[config.mk]
export PLATFORM = sky130hd
export DESIGN_NAME = base24_word_encoder_unit
export DESIGN_NICKNAME = d
export VERILOG_FILES = /design/src/sv/bwe_pkg.sv /design/src/sv/base24_word_encoder_unit.sv
export SDC_FILE = /design/constraint.sdc
export NUM_CORES = 1
export LEC_CHECK = 0
export BUFFER_PORTS_ARGS = -buffer_cell sky130_fd_sc_hd__buf_2
export CAP_MARGIN = 20
export CORE_ASPECT_RATIO = 1.4
export CORE_MARGIN = 2
export CORE_UTILIZATION = 53
export DETAILED_ROUTE_END_ITERATION = 10
export PLACE_DENSITY = 0.73
export SETUP_SLACK_MARGIN = 0.05
export SKIP_CTS_REPAIR_TIMING = 1
export SYNTH_ARGS = -nofsm -noshare
export SYNTH_HDL_FRONTEND = slang
export SYNTH_SLANG_ARGS = --single-unit
[constraint.sdc]
create_clock -name i_clk -period 7.9 [get_ports i_clk]
set_input_delay 1.975 -clock i_clk [delete_from_list [all_inputs] [get_ports i_clk]]
set_output_delay 1.975 -clock i_clk [all_outputs]
set_load 0.05 [all_outputs]
[src/sv/bwe_pkg.sv]
// Shared types, character constants and the digit alphabet of the base-24 word encoder.
package bwe_pkg;

    typedef struct packed {
        logic       req_type;
        logic [7:0] data_byte;
    } t_req;

    typedef struct packed {
        logic [7:0] out_char;
        logic       last;
        logic       output_done;
    } t_res;

    localparam logic REQ_DATA = 1'b0;
    localparam logic REQ_END  = 1'b1;

    localparam logic [7:0] CHAR_SLASH   = 8'h2F;
    localparam logic [7:0] CHAR_NEWLINE = 8'h0A;
    localparam logic [7:0] CHAR_PAD     = 8'h62;   // alphabet entry zero

    localparam logic [2:0] DIGITS_PER_WORD = 3'd7;
    localparam logic [5:0] COUNT_MAX       = 6'd63;
    localparam logic [5:0] SLASH_COUNT     = 6'd2;

    function automatic logic [7:0] alpha24(input logic [4:0] idx);
        logic [7:0] ch;
        case (idx)
            5'd0:    ch = 8'h62;  // b
            5'd1:    ch = 8'h63;  // c
            5'd2:    ch = 8'h64;  // d
            5'd3:    ch = 8'h66;  // f
            5'd4:    ch = 8'h67;  // g
            5'd5:    ch = 8'h68;  // h
            5'd6:    ch = 8'h6A;  // j
            5'd7:    ch = 8'h6B;  // k
            5'd8:    ch = 8'h6D;  // m
            5'd9:    ch = 8'h6E;  // n
            5'd10:   ch = 8'h70;  // p
            5'd11:   ch = 8'h71;  // q
            5'd12:   ch = 8'h72;  // r
            5'd13:   ch = 8'h73;  // s
            5'd14:   ch = 8'h74;  // t
            5'd15:   ch = 8'h76;  // v
            5'd16:   ch = 8'h77;  // w
            5'd17:   ch = 8'h78;  // x
            5'd18:   ch = 8'h7A;  // z
            5'd19:   ch = 8'h32;  // 2
            5'd20:   ch = 8'h35;  // 5
            5'd21:   ch = 8'h36;  // 6
            5'd22:   ch = 8'h37;  // 7
            5'd23:   ch = 8'h38;  // 8
            default: ch = 8'h62;
        endcase
        return ch;
    endfunction

endpackage

[src/sv/base24_word_encoder_unit.sv]
// Top level of the base-24 word encoder: byte packing, digit sequencer and output register.
//
//  channel | direction | handshake                  | payload
//  --------+-----------+----------------------------+------------------------------
//  req     | in        | i_req_valid / o_req_ready  | i_req  (req_type, data_byte)
//  res     | out       | o_res_valid / i_res_ready  | o_res  (out_char, last, output_done)
//  cfg     | in        | i_cfg_we, no wait          | i_cfg_wdata (path_mode)
//
// A byte that does not complete a word is absorbed from the input register.
// A completed word or an end request loads the digit sequencer, which sends one character
// per cycle unless the output stalls (7 digits, plus slash, pads and newline: up to 12); the
// next word loads in the cycle its predecessor's last character enters the output register.
// The output port, one character per cycle unless it stalls, sets the sustained byte rate.
// Reset is synchronous; either side may stall at any time without loss.
module base24_word_encoder_unit #(
    parameter int PATH_LIMIT = 40
) (
    input  logic          i_clk,
    input  logic          i_rst_n,
    input  logic          i_cfg_we,
    input  logic          i_cfg_wdata,
    input  logic          i_req_valid,
    output logic          o_req_ready,
    input  bwe_pkg::t_req i_req,
    output logic          o_res_valid,
    input  logic          i_res_ready,
    output bwe_pkg::t_res o_res
);

    localparam logic [5:0] LIMIT = 6'(PATH_LIMIT);

    // config and input register
    logic          r_path_mode;
    logic          r_in_valid;
    bwe_pkg::t_req r_in;

    // byte packing
    logic [23:0] r_acc,  n_acc;
    logic [1:0]  r_held, n_held;

    // digit sequencer
    logic [31:0] r_word,  n_word;
    logic [2:0]  r_left,  n_left;
    logic [1:0]  r_pads,  n_pads;
    logic        r_slash, n_slash;
    logic        r_nl,    n_nl;
    logic [5:0]  r_cnt,   n_cnt;
    logic        r_stopped, n_stopped;

    // output register
    logic          r_res_valid;
    bwe_pkg::t_res r_res, n_res;

    logic        step, busy, emit, drained, is_job, consume;
    logic        chk_fire;
    logic [5:0]  chk_cnt, cnt_inc;
    logic [60:0] prod;
    logic [27:0] quot;
    logic [31:0] qx24, rem32;

    // word / 24: shift out the factor 8, divide by 3 through the reciprocal
    assign prod  = 61'(r_word[31:3]) * 61'(32'hAAAA_AAAB);
    assign quot  = prod[60:33];
    assign qx24  = {quot, 4'b0} + {1'b0, quot, 3'b0};
    assign rem32 = r_word - qx24;

    assign cnt_inc = (r_cnt == bwe_pkg::COUNT_MAX) ? r_cnt : r_cnt + 6'd1;

    assign busy = r_slash || (r_left != 3'd0) || (r_pads != 2'd0) || r_nl;
    assign step = !r_res_valid || i_res_ready;
    assign emit = step && busy;

    always_comb begin
        n_word    = r_word;
        n_left    = r_left;
        n_pads    = r_pads;
        n_slash   = r_slash;
        n_nl      = r_nl;
        n_cnt     = r_cnt;
        n_stopped = r_stopped;
        n_res     = r_res;
        chk_cnt   = r_cnt;
        chk_fire  = 1'b0;

        if (emit) begin
            n_res.output_done = 1'b0;
            if (r_slash) begin
                n_res.out_char = bwe_pkg::CHAR_SLASH;
                n_slash        = 1'b0;
            end else if (r_left != 3'd0) begin
                n_res.out_char = bwe_pkg::alpha24(rem32[4:0]);
                n_word         = {4'b0, quot};
                n_left         = r_left - 3'd1;
                n_cnt          = cnt_inc;
                chk_cnt        = cnt_inc;
                chk_fire       = 1'b1;
            end else if (r_pads != 2'd0) begin
                n_res.out_char = bwe_pkg::CHAR_PAD;
                n_pads         = r_pads - 2'd1;
                chk_fire       = 1'b1;
            end else begin
                n_res.out_char    = bwe_pkg::CHAR_NEWLINE;
                n_res.output_done = 1'b1;
                n_nl              = 1'b0;
                n_stopped         = 1'b1;
            end

            // path checks after a digit or pad
            if (chk_fire && r_path_mode) begin
                if (chk_cnt == bwe_pkg::SLASH_COUNT) begin
                    n_slash = 1'b1;
                end else if (chk_cnt >= LIMIT) begin
                    n_left = 3'd0;
                    n_pads = 2'd0;
                    n_nl   = 1'b1;
                end
            end

            n_res.last = !(n_slash || (n_left != 3'd0) || (n_pads != 2'd0) || n_nl);
        end

        drained = !busy || (emit && n_res.last);
        is_job  = (r_in.req_type == bwe_pkg::REQ_END) || (r_held == 2'd3);
        consume = r_in_valid && (!is_job || drained);

        n_acc  = r_acc;
        n_held = r_held;
        if (consume) begin
            if (!is_job) begin
                case (r_held)
                    2'd0:    n_acc[7:0]   = r_in.data_byte;
                    2'd1:    n_acc[15:8]  = r_in.data_byte;
                    default: n_acc[23:16] = r_in.data_byte;
                endcase
                n_held = r_held + 2'd1;
            end else begin
                n_acc  = '0;
                n_held = 2'd0;
                // everything after the closing newline is dropped
                if (!n_stopped) begin
                    n_slash = 1'b0;
                    if (r_in.req_type == bwe_pkg::REQ_DATA) begin
                        n_word = {r_in.data_byte, r_acc};
                        n_left = bwe_pkg::DIGITS_PER_WORD;
                        n_pads = 2'd0;
                        n_nl   = 1'b0;
                    end else begin
                        n_word = {8'b0, r_acc};
                        n_left = (r_held != 2'd0) ? bwe_pkg::DIGITS_PER_WORD : 3'd0;
                        n_pads = (r_held != 2'd0) ? 2'd0 - r_held : 2'd0;
                        n_nl   = 1'b1;
                    end
                end
            end
        end
    end

    assign o_req_ready = !r_in_valid || consume;

    always_ff @(posedge i_clk) begin
        if (!i_rst_n) begin
            r_path_mode <= 1'b0;
            r_in_valid  <= 1'b0;
            r_acc       <= '0;
            r_held      <= '0;
            r_left      <= '0;
            r_pads      <= '0;
            r_slash     <= 1'b0;
            r_nl        <= 1'b0;
            r_cnt       <= '0;
            r_stopped   <= 1'b0;
            r_res_valid <= 1'b0;
        end else begin
            if (i_cfg_we) begin
                r_path_mode <= i_cfg_wdata;
            end
            if (o_req_ready) begin
                r_in_valid <= i_req_valid;
            end
            r_acc     <= n_acc;
            r_held    <= n_held;
            r_left    <= n_left;
            r_pads    <= n_pads;
            r_slash   <= n_slash;
            r_nl      <= n_nl;
            r_cnt     <= n_cnt;
            r_stopped <= n_stopped;
            if (step) begin
                r_res_valid <= emit;
            end
        end
    end

    always_ff @(posedge i_clk) begin
        if (o_req_ready && i_req_valid) begin
            r_in <= i_req;
        end
        r_word <= n_word;
        r_res  <= n_res;
    end

    assign o_res_valid = r_res_valid;
    assign o_res       = r_res;

endmodule

==> flow_summary.json, run 1 <==
{
  "worst_slew_pin_slew_ns": 0.929,
  "cp.required_ns": 7.97,
  "arrival_ns": 7.68,
  "cp_top_family": "adder cells",
  "dieArea_sq_mm": 0.0304,
  "cts_buffer_depth": 2,
  "netlist.area_leader.share": 0.263,
  "report.final.slew_viol_count": 0,
  "cts_tree": "yes",
  "syn_nets": 2146,
  "finalHoldViolations": 0,
  "drive_gt1_frac": 0.0807,
  "skew_ns": 0.00971,
  "antenna_found_initial": 0,
  "grt_overflow": 0,
  "n_fill_cell": 2467,
  "synth_flop_cell": "dfxtp_1",
  "io_buffers": 25,
  "path_common_cell": "inv_1",
  "die_height_um": 206,
  "slew_headroom": 0.380,
  "setup-violations-final": 0,
  "drtAntennaViolNets": 0,
  "grt_max_degree": 41,
  "synth-seq-area-share": 0.132,
  "coreArea_sq_mm": 0.0285,
  "vias_per_cell": 5.70,
  "seqCellArea_sq_mm": 0.00203,
  "synth_common_cells": "308 x ha_1, 279 x inv_1, 202 x fa_1",
  "cts_root_buf": "clkbuf_16",
  "fin_crit_ns": 7.61,
  "setup_tns_ns": 0,
  "clkSlewWorstSetupHoldPaths_ns": 0.07,
  "cts.sinks": 93,
  "clkLatencyLatePin_ns": 0.35,
  "wl_per_cell_um": 18.8,
  "synth_top_cell_by_area": "fa_1",
  "grt_pass1_vias": 12400,
  "num_vias": 11700,
  "multi_input_area_sq_mm": 0.0122,
  "timing.fmax_mhz": 131,
  "wl_mm": 38.5,
  "rows": 73,
  "synth_seq_cells": 93,
  "final_nets": 2192,
  "ys_top_cells_by_area": "fa_1 26%, ha_1 25%, dfxtp_1 9.9%",
  "numCtsBuffers": 9,
  "rsz0062_at_grt": "no",
  "cts_max_level": 3,
  "avgSynthCellArea_sq_um": 9.48,
  "drcViolationCount": 0,
  "worst-path-buf-inv": 6,
  "die_w_um": 148,
  "max_stage_delay_ns": 0.59,
  "synth-edff-count": 17,
  "top_level_ports": 27,
  "hold_class": "reg2reg",
  "synth_warnings": 0,
  "run_status": "completed",
  "routabilityCongestion": 0.972,
  "grt_pass1_wl_mm": 62.7,
  "synth_most_common_cell": "ha_1",
  "first_iter_violations": 538,
  "syn2layout_area_growth_pct": 8.07,
  "max-cap-violations": 0,
  "crit_path_top_delay_cell": "fa_2",
  "async_flop_share": 0,
  "first_pass_iters": 5,
  "start_util": 0.539,
  "crit_type": "reg2reg",
  "synthesis.area_sq_mm": 0.0154,
  "path_max_fanout": 6,
  "diodes": 0,
  "critPathLaunchType": "register",
  "period_share": 0.963,
  "syn_inst": 1621,
  "synth_cell_types": 74,
  "dp_hpwl_mm": 33.4,
  "cp-end-kind": "register",
  "gr-usage-all-layers": 0.261
}
==> state kept, by name (all words and copies together) (netlist names) <==
name         cells
r_held           2
r_word          32
r_left           3
r_in             9
r_pads           2
r_path_mode      1
r_acc           24
o_res            9
r_cnt            6
r_slash          1
o_res_valid      1
r_stopped        1
r_nl             1
r_in_valid       1
==> layer usage <==
metal  up-vias  global-route usage  share of wire
met5         -                   0              0
met4         0               0.107          0.045
met3        84              0.0224          0.028
met2       254               0.498           0.53
met1      5747               0.299           0.39
li1       5592                   -              -
==> worst register-to-register path: cells and delay by family (launching register included) <==
family / cells / cell delay, ns
buffers and inverters: 6 / 0.42
AND/OR/NAND/NOR: 2 / 0.35
AO/OA/AOI/OAI: 6 / 0.98
flip-flops: 1 / 0.32
adder cells (fa/ha/maj): 10 / 4.57
XOR/XNOR: 3 / 0.69
==> through the flow <==
step | instances | area (sq um) | util | hold WS, ns | worst slack, ns
finish | 2047 | 16600 | 0.583 | 0.464 | 0.290
global route | 2047 | 16600 | 0.583 | 0.498 | 0.0130
CTS | 2046 | 16500 | 0.579 | 0.464 | 0.0278
detailed placement | 2030 | 16200 | 0.568 | 0.449 | 0.0663
global placement | 2030 | 16200 | 0.568 | 0.436 | 0.172
floorplan | 1621 | 15400 | - | 0.425 | 0.680
==> kinds of logic (layout without fill, tap and decap cells) <==
logic type | count (synthesis) | count (layout) | share of synthesized area
other | 1 | 1 | 0.000244
flip-flops | 93 | 93 | 0.132
buffers and inverters | 326 | 376 | 0.0822
AND/OR/NAND/NOR | 323 | 323 | 0.105
AO/OA/AOI/OAI | 296 | 296 | 0.124
adder cells (fa/ha/maj) | 510 | 510 | 0.514
XOR/XNOR | 57 | 58 | 0.0334
multiplexers | 15 | 15 | 0.00977
==> layout by cell type (no fill, tap or decap), drive strengths merged, types with 8 or more instances in the layout <==
cell and instances:
nand2 71, ha 308, buf 80, inv 283
nand3b 11, fa 202, a21o 40, nand2b 15
xor2 12, mux2i 15, and3 13, a211oi 8
clkbuf 11, nand3 71, o211ai 13, xnor2 44
a31oi 14, o21bai 10, a21oi 85, dfxtp 76
nand4 13, o21ai 70, nor3 18, nor2 79
edfxtp 17
==> cell type report <==
| cell class | count | area share |
|---|---|---|
| sequential | 93 | 0.122 |
| tap | 375 | 0.0282 |
| multi-input combinational | 1203 | 0.735 |
| timing repair buffer | 80 | 0.0324 |
| clock buffer | 11 | 0.0153 |
| clock inverter | 5 | 0.00377 |
| inverter | 280 | 0.0633 |
==> final timing paths <==
kind / startpoint / end / slack, ns / cells after the start
setup reg to reg: r_word[19]$_DFF_P_ / o_res[5]$_SDFFCE_PP1P_ / 0.29 / 27
setup / recovery: r_word[19]$_DFF_P_ / o_res[5]$_SDFFCE_PP1P_ / 0.29 / 27
hold reg to reg: o_res[1]$_DFF_P_ / o_res[1]$_DFF_P_ / 0.46 / 2
hold / removal: o_res[1]$_DFF_P_ / o_res[1]$_DFF_P_ / 0.46 / 2
Power of run 1 is not shown: default switching activity piles up to over one toggle a cycle in this logic, so the estimate is an artifact.
==> inputs of run 2 (changes only) <==
Settings changed: CORE_UTILIZATION 53 to 50, CTS_BUF_LIST from default to sky130_fd_sc_hd__clkbuf_8 sky130_fd_sc_hd__clkbuf_16, PLACE_DENSITY 0.73 to 0.7.
==> flow_summary.json, run 2 (synthesized netlist as in run 1, its figures left out) <==
{
  "report.final.slew_viol_count": 0,
  "diodes": 0,
  "numCtsBuffers": 9,
  "layout_common_cells": "304 x ha_1, 280 x inv_1, 199 x fa_1, 85 x a21oi_1",
  "first_iter_violations": 555,
  "start_util": 0.504,
  "wl_per_cell_um": 19.1,
  "worst_slew_pin_slew_ns": 0.921,
  "coreArea_sq_mm": 0.0305,
  "clkSlewWorstSetupHoldPaths_ns": 0.07,
  "die_w_um": 152,
  "cp-end-kind": "register",
  "setup-violations-final": 0,
  "first_pass_iters": 5,
  "setup_tns_ns": 0,
  "gr-usage-all-layers": 0.249,
  "grt_pass1_wl_mm": 63.2,
  "drive_gt1_frac": 0.0812,
  "holdWs_ns": 0.463,
  "max-cap-violations": 0,
  "routabilityCongestion": 0.953,
  "arrival_ns": 7.87,
  "cts_root_buf": "clkbuf_16",
  "slew_headroom": 0.383,
  "cts.sinks": 93,
  "antenna_found_initial": 0,
  "crit_type": "reg2reg",
  "fin_crit_ns": 7.63,
  "mostFrequentLayoutCell": "ha_1",
  "reg_top3": "r_word x32, r_acc x24",
  "path_max_fanout": 6,
  "syn2layout_area_growth_pct": 8.18,
  "critPathLaunchType": "register",
  "dieArea_sq_mm": 0.0322,
  "finalHoldViolations": 0,
  "io_buffers": 25,
  "num_vias": 11700,
  "drcViolationCount": 0,
  "dp_hpwl_mm": 34.1,
  "rows": 76,
  "cts_tree": "yes",
  "hold_class": "reg2reg",
  "final_cell_area_sq_mm": 0.0166,
  "drtAntennaViolNets": 0,
  "timing.fmax_mhz": 131,
  "cts_buffer_depth": 2,
  "top_register": "r_word",
  "reg2reg_depth": 27,
  "final_nets": 2194,
  "cp.required_ns": 8.14,
  "grt_overflow": 0,
  "clkLatencyLatePin_ns": 0.36,
  "hold_depth": 2,
  "run_status": "completed",
  "skew_ns": 0.00990,
  "grt_max_degree": 41,
  "period_share": 0.965,
  "placed_area_sq_mm": 0.0162,
  "die_height_um": 211,
  "vias_per_cell": 5.68,
  "top_level_ports": 27,
  "cts_max_level": 3,
  "wl_mm": 39.3,
  "rsz0062_at_grt": "yes",
  "largest_register_ffs": 32,
  "grt_pass1_vias": 12500
}
## run 2: critical path, stage by stage, from the launching register on
cell and delay, ns:
dfxtp_1 0.32, ha_1 0.33, inv_1 0.08, fa_1 0.58
inv_1 0.11, fa_2 0.59, inv_1 0.10, fa_1 0.58
xnor2_2 0.21, ha_1 0.23, or2_2 0.34, fa_1 0.54
inv_1 0.05, fa_1 0.53, inv_1 0.04, ha_1 0.28
ha_2 0.41, nand4_1 0.22, nor4_1 0.31, buf_4 0.20
o2111ai_1 0.11, nand3_1 0.23, or2_2 0.17, a21oi_1 0.12
o41ai_1 0.35, buf_4 0.18, mux2i_1 0.19, nand3_1 0.08
## run 2: per-stage QoR
step | setup WS (ns) | util | cells
global placement | 0.0897 | 0.530 | 2042
finish | 0.275 | 0.545 | 2064
global route | 0.00573 | 0.545 | 2064
detailed placement | -0.0478 | 0.530 | 2042
CTS | -0.0870 | 0.539 | 2058
floorplan | 0.680 | - | 1621
## run 2: path summary, 6_finish.rpt
kind | slack, ns | end | startpoint
min reg2reg | 0.46 | o_res[1]$_DFF_P_ | o_res[1]$_DFF_P_
max | 0.27 | r_word[24]$_DFF_P_ | r_word[17]$_DFF_P_
min | 0.46 | o_res[1]$_DFF_P_ | o_res[1]$_DFF_P_
max reg2reg | 0.27 | r_word[24]$_DFF_P_ | r_word[17]$_DFF_P_
## run 2: cell type report
type                            instances  area [sq um]
Timing Repair Buffer                   82           553
Tap cell                              390           488
Clock inverter                          7          51.3
Fill cell                            2723         13900
Clock buffer                            9           225
Inverter                              280          1050
Multi-Input combinational cell       1203         12200
Sequential cell                        93          2030
## run 2: routing by layer
metal | vias to the layer above | wire length, um | GRT usage
li1 | 5606 | - | -
met1 | 5758 | 15200 | 0.275
met3 | 101 | 1120 | 0.0223
met2 | 251 | 21300 | 0.483
met5 | - | 0 | 0
met4 | 0 | 1770 | 0.112
Power of run 2 is left out for the same reason.
